==> config.mk <==
export PLATFORM = sky130hd
export DESIGN_NAME = modbus_thermometer_poll_link
export DESIGN_NICKNAME = d
export VERILOG_FILES = /design/src/sv/mtpl_pkg.sv /design/src/sv/mtpl_front.sv /design/src/sv/mtpl_cmd_fifo.sv /design/src/sv/mtpl_back.sv /design/src/sv/modbus_thermometer_poll_link.sv
export SDC_FILE = /design/constraint.sdc
export NUM_CORES = 1
export LEC_CHECK = 0
export BUFFER_PORTS_ARGS = -buffer_cell sky130_fd_sc_hd__buf_2
export CAP_MARGIN = 20
export CORE_MARGIN = 1
export CORE_UTILIZATION = 54
export DETAILED_ROUTE_END_ITERATION = 10
export PLACE_DENSITY = 0.76
export RECOVER_POWER = 50
export SYNTH_ARGS = -nofsm -noshare
export SYNTH_HDL_FRONTEND = slang
export SYNTH_SLANG_ARGS = --single-unit
==> constraint.sdc <==
create_clock -name clk -period 15.4 [get_ports clk]
set_clock_uncertainty 0.05 [all_clocks]
set_input_delay 3.08 -clock clk [delete_from_list [all_inputs] [get_ports clk]]
set_output_delay 3.08 -clock clk [all_outputs]
set_load 0.005 [all_outputs]
==> src/sv/mtpl_pkg.sv <==
// ---------------------------------------------------------------------------
// Modbus thermometer poll link package
// Shared constants, codes, types and CRC helpers for the poll link blocks.
// ---------------------------------------------------------------------------
package mtpl_pkg;

  // Reply frame geometry.
  localparam int FRAME_LEN = 17;
  localparam int FILL_W    = $clog2(FRAME_LEN + 1);
  localparam int CRC_LEN   = FRAME_LEN - 2;
  localparam int REQ_BODY  = 6;
  localparam int REQ_LEN   = 8;
  localparam int SEQ_W     = $clog2(REQ_LEN);
  localparam int CNT_W     = 5;

  localparam logic [CNT_W-1:0] COUNT_MAX = 5'd31;

  // Input actions.
  localparam logic [1:0] ACT_RX   = 2'd0;
  localparam logic [1:0] ACT_SEND = 2'd1;
  localparam logic [1:0] ACT_END  = 2'd2;
  localparam logic [1:0] ACT_TICK = 2'd3;

  // Result kinds.
  localparam logic [1:0] KIND_TX    = 2'd0;
  localparam logic [1:0] KIND_FRAME = 2'd1;
  localparam logic [1:0] KIND_RXERR = 2'd2;
  localparam logic [1:0] KIND_LINK  = 2'd3;

  // Protocol bytes.
  localparam logic [7:0] FUNC_READ  = 8'h03;
  localparam logic [7:0] BYTE_COUNT = 8'h0C;
  localparam logic [7:0] REG_COUNT  = 8'h06;
  localparam logic [7:0] ZERO_BYTE  = 8'h00;

  localparam logic [15:0] CRC_INIT = 16'hFFFF;
  localparam logic [15:0] CRC_POLY = 16'hA001;

  // Configuration register indexes.
  localparam logic REG_ADDR  = 1'b0;
  localparam logic REG_LIMIT = 1'b1;

  typedef struct packed {
    logic [1:0] action;
    logic [7:0] data;
  } cmd_t;

  typedef struct packed {
    logic [1:0]  kind;
    logic [7:0]  tx_byte;
    logic        last;
    logic [7:0]  status_bits;
    logic [15:0] temp_a;
    logic [15:0] temp_b;
    logic [15:0] temp_c;
    logic [15:0] runtime_hours;
    logic [15:0] temp_d;
    logic        link_up;
  } res_t;

  // One byte of the reflected Modbus CRC16.
  function automatic logic [15:0] crc_byte(input logic [15:0] crc_in,
                                           input logic [7:0]  data);
    logic [15:0] c;
    c = crc_in ^ {8'h00, data};
    for (int b = 0; b < 8; b++) begin
      if (c[0]) begin
        c = (c >> 1) ^ CRC_POLY;
      end else begin
        c = c >> 1;
      end
    end
    return c;
  endfunction

  // Body bytes of the read request, before the CRC.
  function automatic logic [7:0] req_byte(input logic [SEQ_W-1:0] pos,
                                          input logic [7:0]       addr);
    logic [7:0] b;
    case (pos)
      3'd0:    b = addr;
      3'd1:    b = FUNC_READ;
      3'd5:    b = REG_COUNT;
      default: b = ZERO_BYTE;
    endcase
    return b;
  endfunction

endpackage

==> src/sv/mtpl_front.sv <==
// ---------------------------------------------------------------------------
// Poll link front end
// Takes requests from the input channel, classifies them and hands them to
// the command queue through a one-entry holding stage.
// ---------------------------------------------------------------------------
module mtpl_front (
  input  logic             clk,
  input  logic             rst_n,
  input  logic             in_valid,
  output logic             in_stall,
  input  logic [1:0]       in_action,
  input  logic [7:0]       in_rx_byte,
  output logic             q_push,
  output mtpl_pkg::cmd_t   q_cmd,
  input  logic             q_full
);
  import mtpl_pkg::*;

  logic hold_valid_r, hold_valid_nxt;
  cmd_t hold_cmd_r, hold_cmd_nxt;
  logic accept;

  assign in_stall = hold_valid_r && q_full;
  assign accept   = in_valid && !in_stall;
  assign q_push   = hold_valid_r && !q_full;
  assign q_cmd    = hold_cmd_r;

  always_comb begin
    hold_valid_nxt = hold_valid_r;
    hold_cmd_nxt   = hold_cmd_r;
    if (q_push) begin
      hold_valid_nxt = 1'b0;
    end
    if (accept) begin
      hold_valid_nxt      = 1'b1;
      hold_cmd_nxt.action = in_action;
      // Only received bytes carry data; the byte is zeroed for control actions.
      hold_cmd_nxt.data   = (in_action == ACT_RX) ? in_rx_byte : ZERO_BYTE;
    end
  end

  always_ff @(posedge clk) begin
    if (!rst_n) begin
      hold_valid_r <= 1'b0;
    end else begin
      hold_valid_r <= hold_valid_nxt;
    end
    hold_cmd_r <= hold_cmd_nxt;
  end

endmodule

==> src/sv/mtpl_cmd_fifo.sv <==
// ---------------------------------------------------------------------------
// Poll link command queue
// Four-entry queue that decouples the front end from the back end.
// ---------------------------------------------------------------------------
module mtpl_cmd_fifo (
  input  logic           clk,
  input  logic           rst_n,
  input  logic           push,
  input  mtpl_pkg::cmd_t push_cmd,
  output logic           full,
  input  logic           pop,
  output mtpl_pkg::cmd_t head_cmd,
  output logic           empty
);
  import mtpl_pkg::*;

  localparam int DEPTH = 4;
  localparam int PTR_W = $clog2(DEPTH);

  cmd_t             slot_r [DEPTH];
  logic [PTR_W-1:0] wr_ptr_r, wr_ptr_nxt;
  logic [PTR_W-1:0] rd_ptr_r, rd_ptr_nxt;
  logic [PTR_W:0]   count_r, count_nxt;
  logic             do_push, do_pop;

  assign full     = (count_r == (PTR_W+1)'(DEPTH));
  assign empty    = (count_r == '0);
  assign head_cmd = slot_r[rd_ptr_r];
  assign do_push  = push && !full;
  assign do_pop   = pop && !empty;

  always_comb begin
    wr_ptr_nxt = do_push ? wr_ptr_r + 1'b1 : wr_ptr_r;
    rd_ptr_nxt = do_pop ? rd_ptr_r + 1'b1 : rd_ptr_r;
    count_nxt  = count_r;
    if (do_push && !do_pop) begin
      count_nxt = count_r + 1'b1;
    end else if (do_pop && !do_push) begin
      count_nxt = count_r - 1'b1;
    end
  end

  always_ff @(posedge clk) begin
    if (!rst_n) begin
      wr_ptr_r <= '0;
      rd_ptr_r <= '0;
      count_r  <= '0;
    end else begin
      wr_ptr_r <= wr_ptr_nxt;
      rd_ptr_r <= rd_ptr_nxt;
      count_r  <= count_nxt;
    end
    if (do_push) begin
      slot_r[wr_ptr_r] <= push_cmd;
    end
  end

endmodule

==> src/sv/mtpl_back.sv <==
// ---------------------------------------------------------------------------
// Poll link back end
// Executes queued requests: reply window and frame hunt, request build,
// shared byte-wide CRC unit, link counters and the result register.
// ---------------------------------------------------------------------------
module mtpl_back (
  input  logic           clk,
  input  logic           rst_n,
  input  logic           cfg_we,
  input  logic           cfg_index,
  input  logic [7:0]     cfg_wdata,
  input  mtpl_pkg::cmd_t q_cmd,
  input  logic           q_empty,
  output logic           q_pop,
  output logic           out_valid,
  input  logic           out_stall,
  output mtpl_pkg::res_t out_res
);
  import mtpl_pkg::*;

  localparam logic [1:0] S_IDLE = 2'd0;
  localparam logic [1:0] S_CRC  = 2'd1;
  localparam logic [1:0] S_EMIT = 2'd2;

  localparam logic [FILL_W-1:0] FULL_FILL = FILL_W'(FRAME_LEN);
  localparam logic [FILL_W-1:0] RX_LAST   = FILL_W'(CRC_LEN - 1);
  localparam logic [FILL_W-1:0] TX_LAST   = FILL_W'(REQ_BODY - 1);
  localparam logic [SEQ_W-1:0]  SEQ_LAST  = SEQ_W'(REQ_LEN - 1);
  localparam logic [SEQ_W-1:0]  SEQ_CRCLO = SEQ_W'(REQ_BODY);

  logic [1:0]        state_r, state_nxt;
  logic [1:0]        op_r, op_nxt;
  logic [1:0]        pend_kind_r, pend_kind_nxt;
  logic [7:0]        win_r [FRAME_LEN];
  logic [7:0]        win_nxt [FRAME_LEN];
  logic [FILL_W-1:0] fill_r, fill_nxt;
  logic              found_r, found_nxt;
  logic [CNT_W-1:0]  send_cnt_r, send_cnt_nxt;
  logic [CNT_W-1:0]  fail_cnt_r, fail_cnt_nxt;
  logic              link_r, link_nxt;
  logic [7:0]        addr_r;
  logic [3:0]        limit_r;
  logic [15:0]       crc_r, crc_nxt;
  logic [FILL_W-1:0] idx_r, idx_nxt;
  logic [SEQ_W-1:0]  seq_r, seq_nxt;
  logic              out_valid_r, out_valid_nxt;
  res_t              out_res_r, res_d;

  logic [7:0]        crc_src;
  logic [15:0]       crc_step;
  logic              hdr_ok;
  logic              out_load;

  assign out_valid = out_valid_r;
  assign out_res   = out_res_r;
  assign q_pop     = (state_r == S_IDLE) && !q_empty;
  assign out_load  = (state_r == S_EMIT) && (!out_valid_r || !out_stall);

  // The CRC unit walks either the request body or the reply window.
  assign crc_src  = (op_r == ACT_SEND) ? req_byte(idx_r[SEQ_W-1:0], addr_r)
                                       : win_r[idx_r];
  assign crc_step = crc_byte(crc_r, crc_src);
  assign hdr_ok   = (win_r[0] == addr_r) && (win_r[1] == FUNC_READ) &&
                    (win_r[2] == BYTE_COUNT);

  // Result being offered to the output register.
  always_comb begin
    res_d         = '0;
    res_d.kind    = pend_kind_r;
    res_d.link_up = link_r;
    case (pend_kind_r)
      KIND_TX: begin
        if (seq_r == SEQ_LAST) begin
          res_d.tx_byte = crc_r[15:8];
        end else if (seq_r == SEQ_CRCLO) begin
          res_d.tx_byte = crc_r[7:0];
        end else begin
          res_d.tx_byte = req_byte(seq_r, addr_r);
        end
        res_d.last = (seq_r == SEQ_LAST);
      end
      KIND_FRAME: begin
        res_d.status_bits   = win_r[4];
        res_d.temp_a        = {win_r[5], win_r[6]};
        res_d.temp_b        = {win_r[7], win_r[8]};
        res_d.temp_c        = {win_r[9], win_r[10]};
        res_d.runtime_hours = {win_r[11], win_r[12]};
        res_d.temp_d        = {win_r[13], win_r[14]};
      end
      default: begin
      end
    endcase
  end

  always_comb begin
    state_nxt     = state_r;
    op_nxt        = op_r;
    pend_kind_nxt = pend_kind_r;
    win_nxt       = win_r;
    fill_nxt      = fill_r;
    found_nxt     = found_r;
    send_cnt_nxt  = send_cnt_r;
    fail_cnt_nxt  = fail_cnt_r;
    link_nxt      = link_r;
    crc_nxt       = crc_r;
    idx_nxt       = idx_r;
    seq_nxt       = seq_r;
    out_valid_nxt = out_valid_r && out_stall;

    case (state_r)
      S_IDLE: begin
        if (!q_empty) begin
          op_nxt = q_cmd.action;
          case (q_cmd.action)
            ACT_RX: begin
              // Bytes after a decoded reply are dropped until end of buffer.
              if (!found_r) begin
                for (int i = 0; i < FRAME_LEN - 1; i++) begin
                  win_nxt[i] = win_r[i+1];
                end
                win_nxt[FRAME_LEN-1] = q_cmd.data;
                fill_nxt = (fill_r < FULL_FILL) ? fill_r + 1'b1 : fill_r;
                if (fill_nxt == FULL_FILL) begin
                  crc_nxt   = CRC_INIT;
                  idx_nxt   = '0;
                  state_nxt = S_CRC;
                end
              end
            end
            ACT_SEND: begin
              send_cnt_nxt = (send_cnt_r < COUNT_MAX) ? send_cnt_r + 1'b1 : COUNT_MAX;
              crc_nxt      = CRC_INIT;
              idx_nxt      = '0;
              state_nxt    = S_CRC;
            end
            ACT_END: begin
              if (!found_r) begin
                fail_cnt_nxt  = (fail_cnt_r < COUNT_MAX) ? fail_cnt_r + 1'b1 : COUNT_MAX;
                pend_kind_nxt = KIND_RXERR;
                state_nxt     = S_EMIT;
              end
              fill_nxt  = '0;
              found_nxt = 1'b0;
            end
            default: begin
              if (send_cnt_r > {1'b0, limit_r} || fail_cnt_r > {1'b0, limit_r}) begin
                send_cnt_nxt = '0;
                fail_cnt_nxt = '0;
                link_nxt     = 1'b0;
              end
              pend_kind_nxt = KIND_LINK;
              state_nxt     = S_EMIT;
            end
          endcase
        end
      end
      S_CRC: begin
        crc_nxt = crc_step;
        idx_nxt = idx_r + 1'b1;
        if (op_r == ACT_SEND) begin
          if (idx_r == TX_LAST) begin
            seq_nxt       = '0;
            pend_kind_nxt = KIND_TX;
            state_nxt     = S_EMIT;
          end
        end else if (idx_r == RX_LAST) begin
          if (hdr_ok && crc_step == {win_r[FRAME_LEN-1], win_r[FRAME_LEN-2]}) begin
            found_nxt     = 1'b1;
            link_nxt      = 1'b1;
            send_cnt_nxt  = '0;
            fail_cnt_nxt  = '0;
            pend_kind_nxt = KIND_FRAME;
            state_nxt     = S_EMIT;
          end else begin
            state_nxt = S_IDLE;
          end
        end
      end
      S_EMIT: begin
        if (out_load) begin
          out_valid_nxt = 1'b1;
          if (pend_kind_r == KIND_TX && seq_r != SEQ_LAST) begin
            seq_nxt = seq_r + 1'b1;
          end else begin
            state_nxt = S_IDLE;
          end
        end
      end
      default: begin
        state_nxt = S_IDLE;
      end
    endcase
  end

  always_ff @(posedge clk) begin
    if (!rst_n) begin
      state_r     <= S_IDLE;
      fill_r      <= '0;
      found_r     <= 1'b0;
      send_cnt_r  <= '0;
      fail_cnt_r  <= '0;
      link_r      <= 1'b0;
      addr_r      <= 8'd1;
      limit_r     <= 4'd3;
      out_valid_r <= 1'b0;
    end else begin
      state_r     <= state_nxt;
      fill_r      <= fill_nxt;
      found_r     <= found_nxt;
      send_cnt_r  <= send_cnt_nxt;
      fail_cnt_r  <= fail_cnt_nxt;
      link_r      <= link_nxt;
      out_valid_r <= out_valid_nxt;
      if (cfg_we) begin
        case (cfg_index)
          REG_ADDR:  addr_r  <= cfg_wdata;
          REG_LIMIT: limit_r <= cfg_wdata[3:0];
          default: begin
          end
        endcase
      end
    end
    op_r        <= op_nxt;
    pend_kind_r <= pend_kind_nxt;
    win_r       <= win_nxt;
    crc_r       <= crc_nxt;
    idx_r       <= idx_nxt;
    seq_r       <= seq_nxt;
    if (out_load) begin
      out_res_r <= res_d;
    end
  end

endmodule

==> src/sv/modbus_thermometer_poll_link.sv <==
// ---------------------------------------------------------------------------
// Modbus thermometer poll link
// Modbus RTU master that polls one thermometer and decodes its replies.
// ---------------------------------------------------------------------------
// A request on the input channel is one of four actions. A send request
// produces eight results of kind 0, the read request "address, 03, 0000,
// 0006, CRC16" with the CRC low byte first and last set on the eighth byte;
// it walks the six body bytes through the CRC unit, one per cycle, and then
// gives one byte per cycle while the output side takes them. A received
// byte enters a 17-byte sliding window; once the window is full, each byte
// starts a walk of the single byte-wide CRC unit over the window, and a reply
// with the polled address, function 03, byte count 0C and a correct CRC
// yields one result of kind 1 with the status byte and the five data words,
// raises the link and clears the poll and failure counters. Later bytes of
// the same buffer are ignored. An end of buffer empties the window and, when
// no reply was found, raises the failure count and returns a kind 2 result.
// A timer tick returns the link state (kind 3) after dropping the link if
// either count is above fail_limit. A four-entry queue lets the input side
// keep taking requests while the back end works or the output register
// waits. The configuration port writes device_address (index 0) and
// fail_limit (index 1); the user must write them only while the block is
// idle, as the block itself does not enforce it.
// ---------------------------------------------------------------------------
module modbus_thermometer_poll_link (
  input  logic        clk,
  input  logic        rst_n,
  input  logic        cfg_we,
  input  logic        cfg_index,
  input  logic [7:0]  cfg_wdata,
  input  logic        in_valid,
  output logic        in_stall,
  input  logic [1:0]  in_action,
  input  logic [7:0]  in_rx_byte,
  output logic        out_valid,
  input  logic        out_stall,
  output logic [1:0]  out_kind,
  output logic [7:0]  out_tx_byte,
  output logic        out_last,
  output logic [7:0]  out_status_bits,
  output logic [15:0] out_temp_a,
  output logic [15:0] out_temp_b,
  output logic [15:0] out_temp_c,
  output logic [15:0] out_runtime_hours,
  output logic [15:0] out_temp_d,
  output logic        out_link_up
);
  import mtpl_pkg::*;

  // Front end to queue.
  logic q_push;
  cmd_t q_push_cmd;
  logic q_full;

  // Queue to back end.
  cmd_t q_head_cmd;
  logic q_empty;
  logic q_pop;

  res_t res;

  mtpl_front u_front (
    .clk        (clk),
    .rst_n      (rst_n),
    .in_valid   (in_valid),
    .in_stall   (in_stall),
    .in_action  (in_action),
    .in_rx_byte (in_rx_byte),
    .q_push     (q_push),
    .q_cmd      (q_push_cmd),
    .q_full     (q_full)
  );

  mtpl_cmd_fifo u_queue (
    .clk      (clk),
    .rst_n    (rst_n),
    .push     (q_push),
    .push_cmd (q_push_cmd),
    .full     (q_full),
    .pop      (q_pop),
    .head_cmd (q_head_cmd),
    .empty    (q_empty)
  );

  mtpl_back u_back (
    .clk       (clk),
    .rst_n     (rst_n),
    .cfg_we    (cfg_we),
    .cfg_index (cfg_index),
    .cfg_wdata (cfg_wdata),
    .q_cmd     (q_head_cmd),
    .q_empty   (q_empty),
    .q_pop     (q_pop),
    .out_valid (out_valid),
    .out_stall (out_stall),
    .out_res   (res)
  );

  // The result register is split onto the individual field ports.
  assign out_kind          = res.kind;
  assign out_tx_byte       = res.tx_byte;
  assign out_last          = res.last;
  assign out_status_bits   = res.status_bits;
  assign out_temp_a        = res.temp_a;
  assign out_temp_b        = res.temp_b;
  assign out_temp_c        = res.temp_c;
  assign out_runtime_hours = res.runtime_hours;
  assign out_temp_d        = res.temp_d;
  assign out_link_up       = res.link_up;

endmodule

==> results.ini <==
[timing]
slew_headroom=-3.95
slew_viol_final=234
setup_violations=0
min_period_over_period=0.537
holdWs_ps=399
fmax_mhz=121
tightest_slew_ps=7430
fin_tns_setup_ps=0
rsz0062_at_grt=false
layout_min_cycle_time_ps=8280
hold_viol_final=0

[clock_network]
cts.reportedPaths.clkPinSlew_ps=60
root_buffer=clkbuf_16
htree_levels=2
clock_latency_ps=520
cts_resized=0
clock-sinks=356
clockBufferDepth=3
cts_hold_buf=0
cts_buffers=37
cts_setup_buffers=0
cts_tree=yes

[worst_setup_path]
critPathBufInv=1
path_max_fanout=144
path_cells=mux4_2 -> or3_1 -> nor3_1 -> clkbuf_1 -> o21ai_0 -> a21boi_0
start_kind=flop
r2r_cells=6
cp.arrival_ps=8640
crit_type=reg -> reg
crit_required_ps=15770
slowest_delay_ps=5120
r2r_end=u_back.fill_r[4]
endpoint_kind=flop
crit_path_top_delay_cell=clkbuf_1
r2r_setup_slack_ps=7120
critPathTopFamily=buffers and inverters

[synthesis]
synth_edf_count=314
yosysTopAreaCellShare=0.602
synth_cell_types=75
synth-async-reset-ratio=0
syn_inst=1100
yosys_warnings=0
syn_area_per_cell_um2=14.2
syn-num-nets=1153
synth_area_mm2=0.0157
ys.flop_type=edfxtp_1
yosys_register_bits=356
yosys-top-cells-area=edfxtp_1, dfxtp_1, and2_1
yosysSeqAreaShare=0.655
synth_top_cell_by_area=edfxtp_1

[flow_run]
maxCapViolCount=2

[route]
drc_errors=0
ant_nets=0
first_pass_iters=7
wl_per_cell_um=19.4
drtIter0Drc=727
wl_um=31700
vias_per_cell=5.75
num_vias=9377

[grt]
top_usage_layer=met2
grtUsageMet3=0.0364
grt.overflow.total=0
met1_usage=0.275
antenna_found_initial=0
grt_pass1_vias=9059
grt_usage=0.218
grt_max_degree=145
grt_first_pass_wirelength_um=49400
grt_use_met2=0.382

[run_status]
violations=max-capacitance violations, max-slew violations
status=complete, but fails checks

[power]
p_clk_frac=0.236
ir_worst_vdd_mv=0.152
p_per_area_mw_per_mm2=217
comb_power_share=0.375
seq_power_share=0.389
p_int_w=0.00252
switching_share=0.351
netSwitchingPower_w=0.00136
p_leak_nw=6.30

[worst_hold_path]
worstHoldStart=u_back.win_r[111]
hp-class=reg -> reg
holdPathEnd=u_back.win_r[119]
hold_depth=0

[die]
design.core.area_mm2=0.0282
die_y_um=172
dieArea_mm2=0.0297
pin_count=126
rows=61
die_w_um=172
start_util=0.556

[layout]
layout.nets=1278
n_antenna_cell=0
layout-drive-gt1-share=0.182
final_cells=1631
area_growth_pct=14.1

[placed_design]
dp_hpwl_um=21500
dp_cells=1563
port_buffers=125
routabilityCongestion=0.878

## logic make-up (layout without fill, tap and decap cells)
group,Yosys count,count (layout),synth area share
compound gates,157,157,0.0703
xor+xnor,59,59,0.0383
fa+ha+maj,29,29,0.0236
buf+inv,75,228,0.0204
flops,356,356,0.655
mux,65,65,0.0647
simple gates,359,359,0.127
## how the worst max path moves through the flow
stage                    start               endpoint  slack, ps  depth (start not counted)
6_report                  flop       u_back.fill_r[4]       7120                          6
5_1_grt                   flop       u_back.fill_r[4]       6000                          6
4_1_cts        u_back.idx_r[0]  u_back.pend_kind_r[0]       9980                         12
3_5_place_dp         out_stall     u_back.out_res[44]       9980                          4
3_3_place_gp         out_stall     u_back.out_res[44]      10020                          4
2_1_floorplan             flop       u_back.fill_r[4]       2700                          6
## layout make-up
type,instances,area [µm²]
Clock inverter,22,277
Inverter,26,97.6
Fill cell,2059,10300
Clock buffer,45,987
Tap cell,378,473
Timing Repair Buffer,135,683
Multi-Input combinational cell,669,5090
Sequential cell,356,10300
## sequential cells by signal (all words and copies together), names as in the netlist, 2 cells and up, named ones only
register / count
u_queue.count_r: 3
u_back.addr_r: 8
u_back.fill_r: 5
u_front.q_cmd: 10
u_back.crc_r: 16
u_back.op_r: 2
u_back.out_res: 100
u_back.seq_r: 3
u_back.state_r: 2
u_back.fail_cnt_r: 5
u_back.idx_r: 5
u_back.limit_r: 4
u_back.send_cnt_r: 5
u_back.win_r: 136
u_queue.rd_ptr_r: 2
u_queue.slot_r: 40
u_queue.wr_ptr_r: 2
u_back.pend_kind_r: 2
## cell usage in the layout, fill, tap and decap left out, types with 6 or more instances in the layout
cell	count
edfxtp_1	314
buf_2	126
nand2_1	72
and2_0	65
and2_1	51
dfxtp_1	42
clkbuf_16	38
xnor2_1	37
mux2i_1	36
nor2_1	33
nand3_1	33
ha_1	28
inv_1	26
o21ai_0	26
a21oi_1	24
mux4_2	21
nor2b_1	19
nand2b_1	15
xor2_1	15
a21boi_0	13
nor3_1	13
a22oi_1	12
a31oi_1	12
o22ai_1	10
clkbuf_1	10
nand4_1	9
o211ai_1	8
a211oi_1	8
a22o_1	8
clkinv_1	7
and3_1	6
or3_1	6
mux4_1	6
bufinv_16	6
## synthesized netlist by cell type (all sizes together) (3+ instances only)
cell type,count
or3,6
o211ai,8
o21ai,26
o22ai,11
nor2,34
a211oi,8
nand4,9
nand2b,15
xnor3,3
a41o,3
a22o,8
clkbuf,33
inv,26
xnor2,41
ha,28
nor3,14
a41oi,3
nor4bb,3
buf,16
nor2b,21
nand3,33
and3,6
and2,116
a31o,3
mux4,27
a22oi,12
or2,5
mux2i,36
o21a,5
a21boi,13
o41ai,3
nand2,72
a31oi,13
xor2,15
a21oi,24
nor3b,4
nor4,4
dfxtp,42
edfxtp,314
nand4b,5
## worst register-to-register path, cell delays in order (launching register included)
cell,delay [ps]
dfxtp_1,740
mux4_2,710
or3_1,410
nor3_1,140
clkbuf_1,5120
o21ai_0,660
a21boi_0,360
## per-stage QoR
| stage | cell area (µm²) | total power [W] | worst slack (ps) | util |
|---|---|---|---|---|
| 6_report | 17900 | 0.00388 | 7120 | 0.635 |
| 4_1_cts | 17900 | 0.00386 | 9980 | 0.636 |
| 3_5_place_dp | 16600 | 0.00293 | 9980 | 0.591 |
| 3_3_place_gp | 16600 | 0.00289 | 10020 | 0.590 |
| 2_1_floorplan | 15700 | 0.00264 | 2700 | - |
| 5_1_grt | 17900 | 0.00408 | 6000 | 0.635 |
## power groups by stage
stage | registers (W) | clock network [W] | logic, W
2_1_floorplan | 0.00146 | 0 | 0.00117
3_3_place_gp | 0.00149 | 0 | 0.00139
3_5_place_dp | 0.00150 | 0 | 0.00143
4_1_cts | 0.00148 | 0.000931 | 0.00145
5_1_grt | 0.00153 | 0.000963 | 0.00159
6_report | 0.00151 | 0.000917 | 0.00145
## metal layers
metal | vias to the layer above | wire, µm
met5 | - | 0
met4 | 0 | 874
met3 | 74 | 1750
met2 | 338 | 16200
met1 | 4581 | 12900
li1 | 4384 | -
Power figures use the tool's default switching activity.
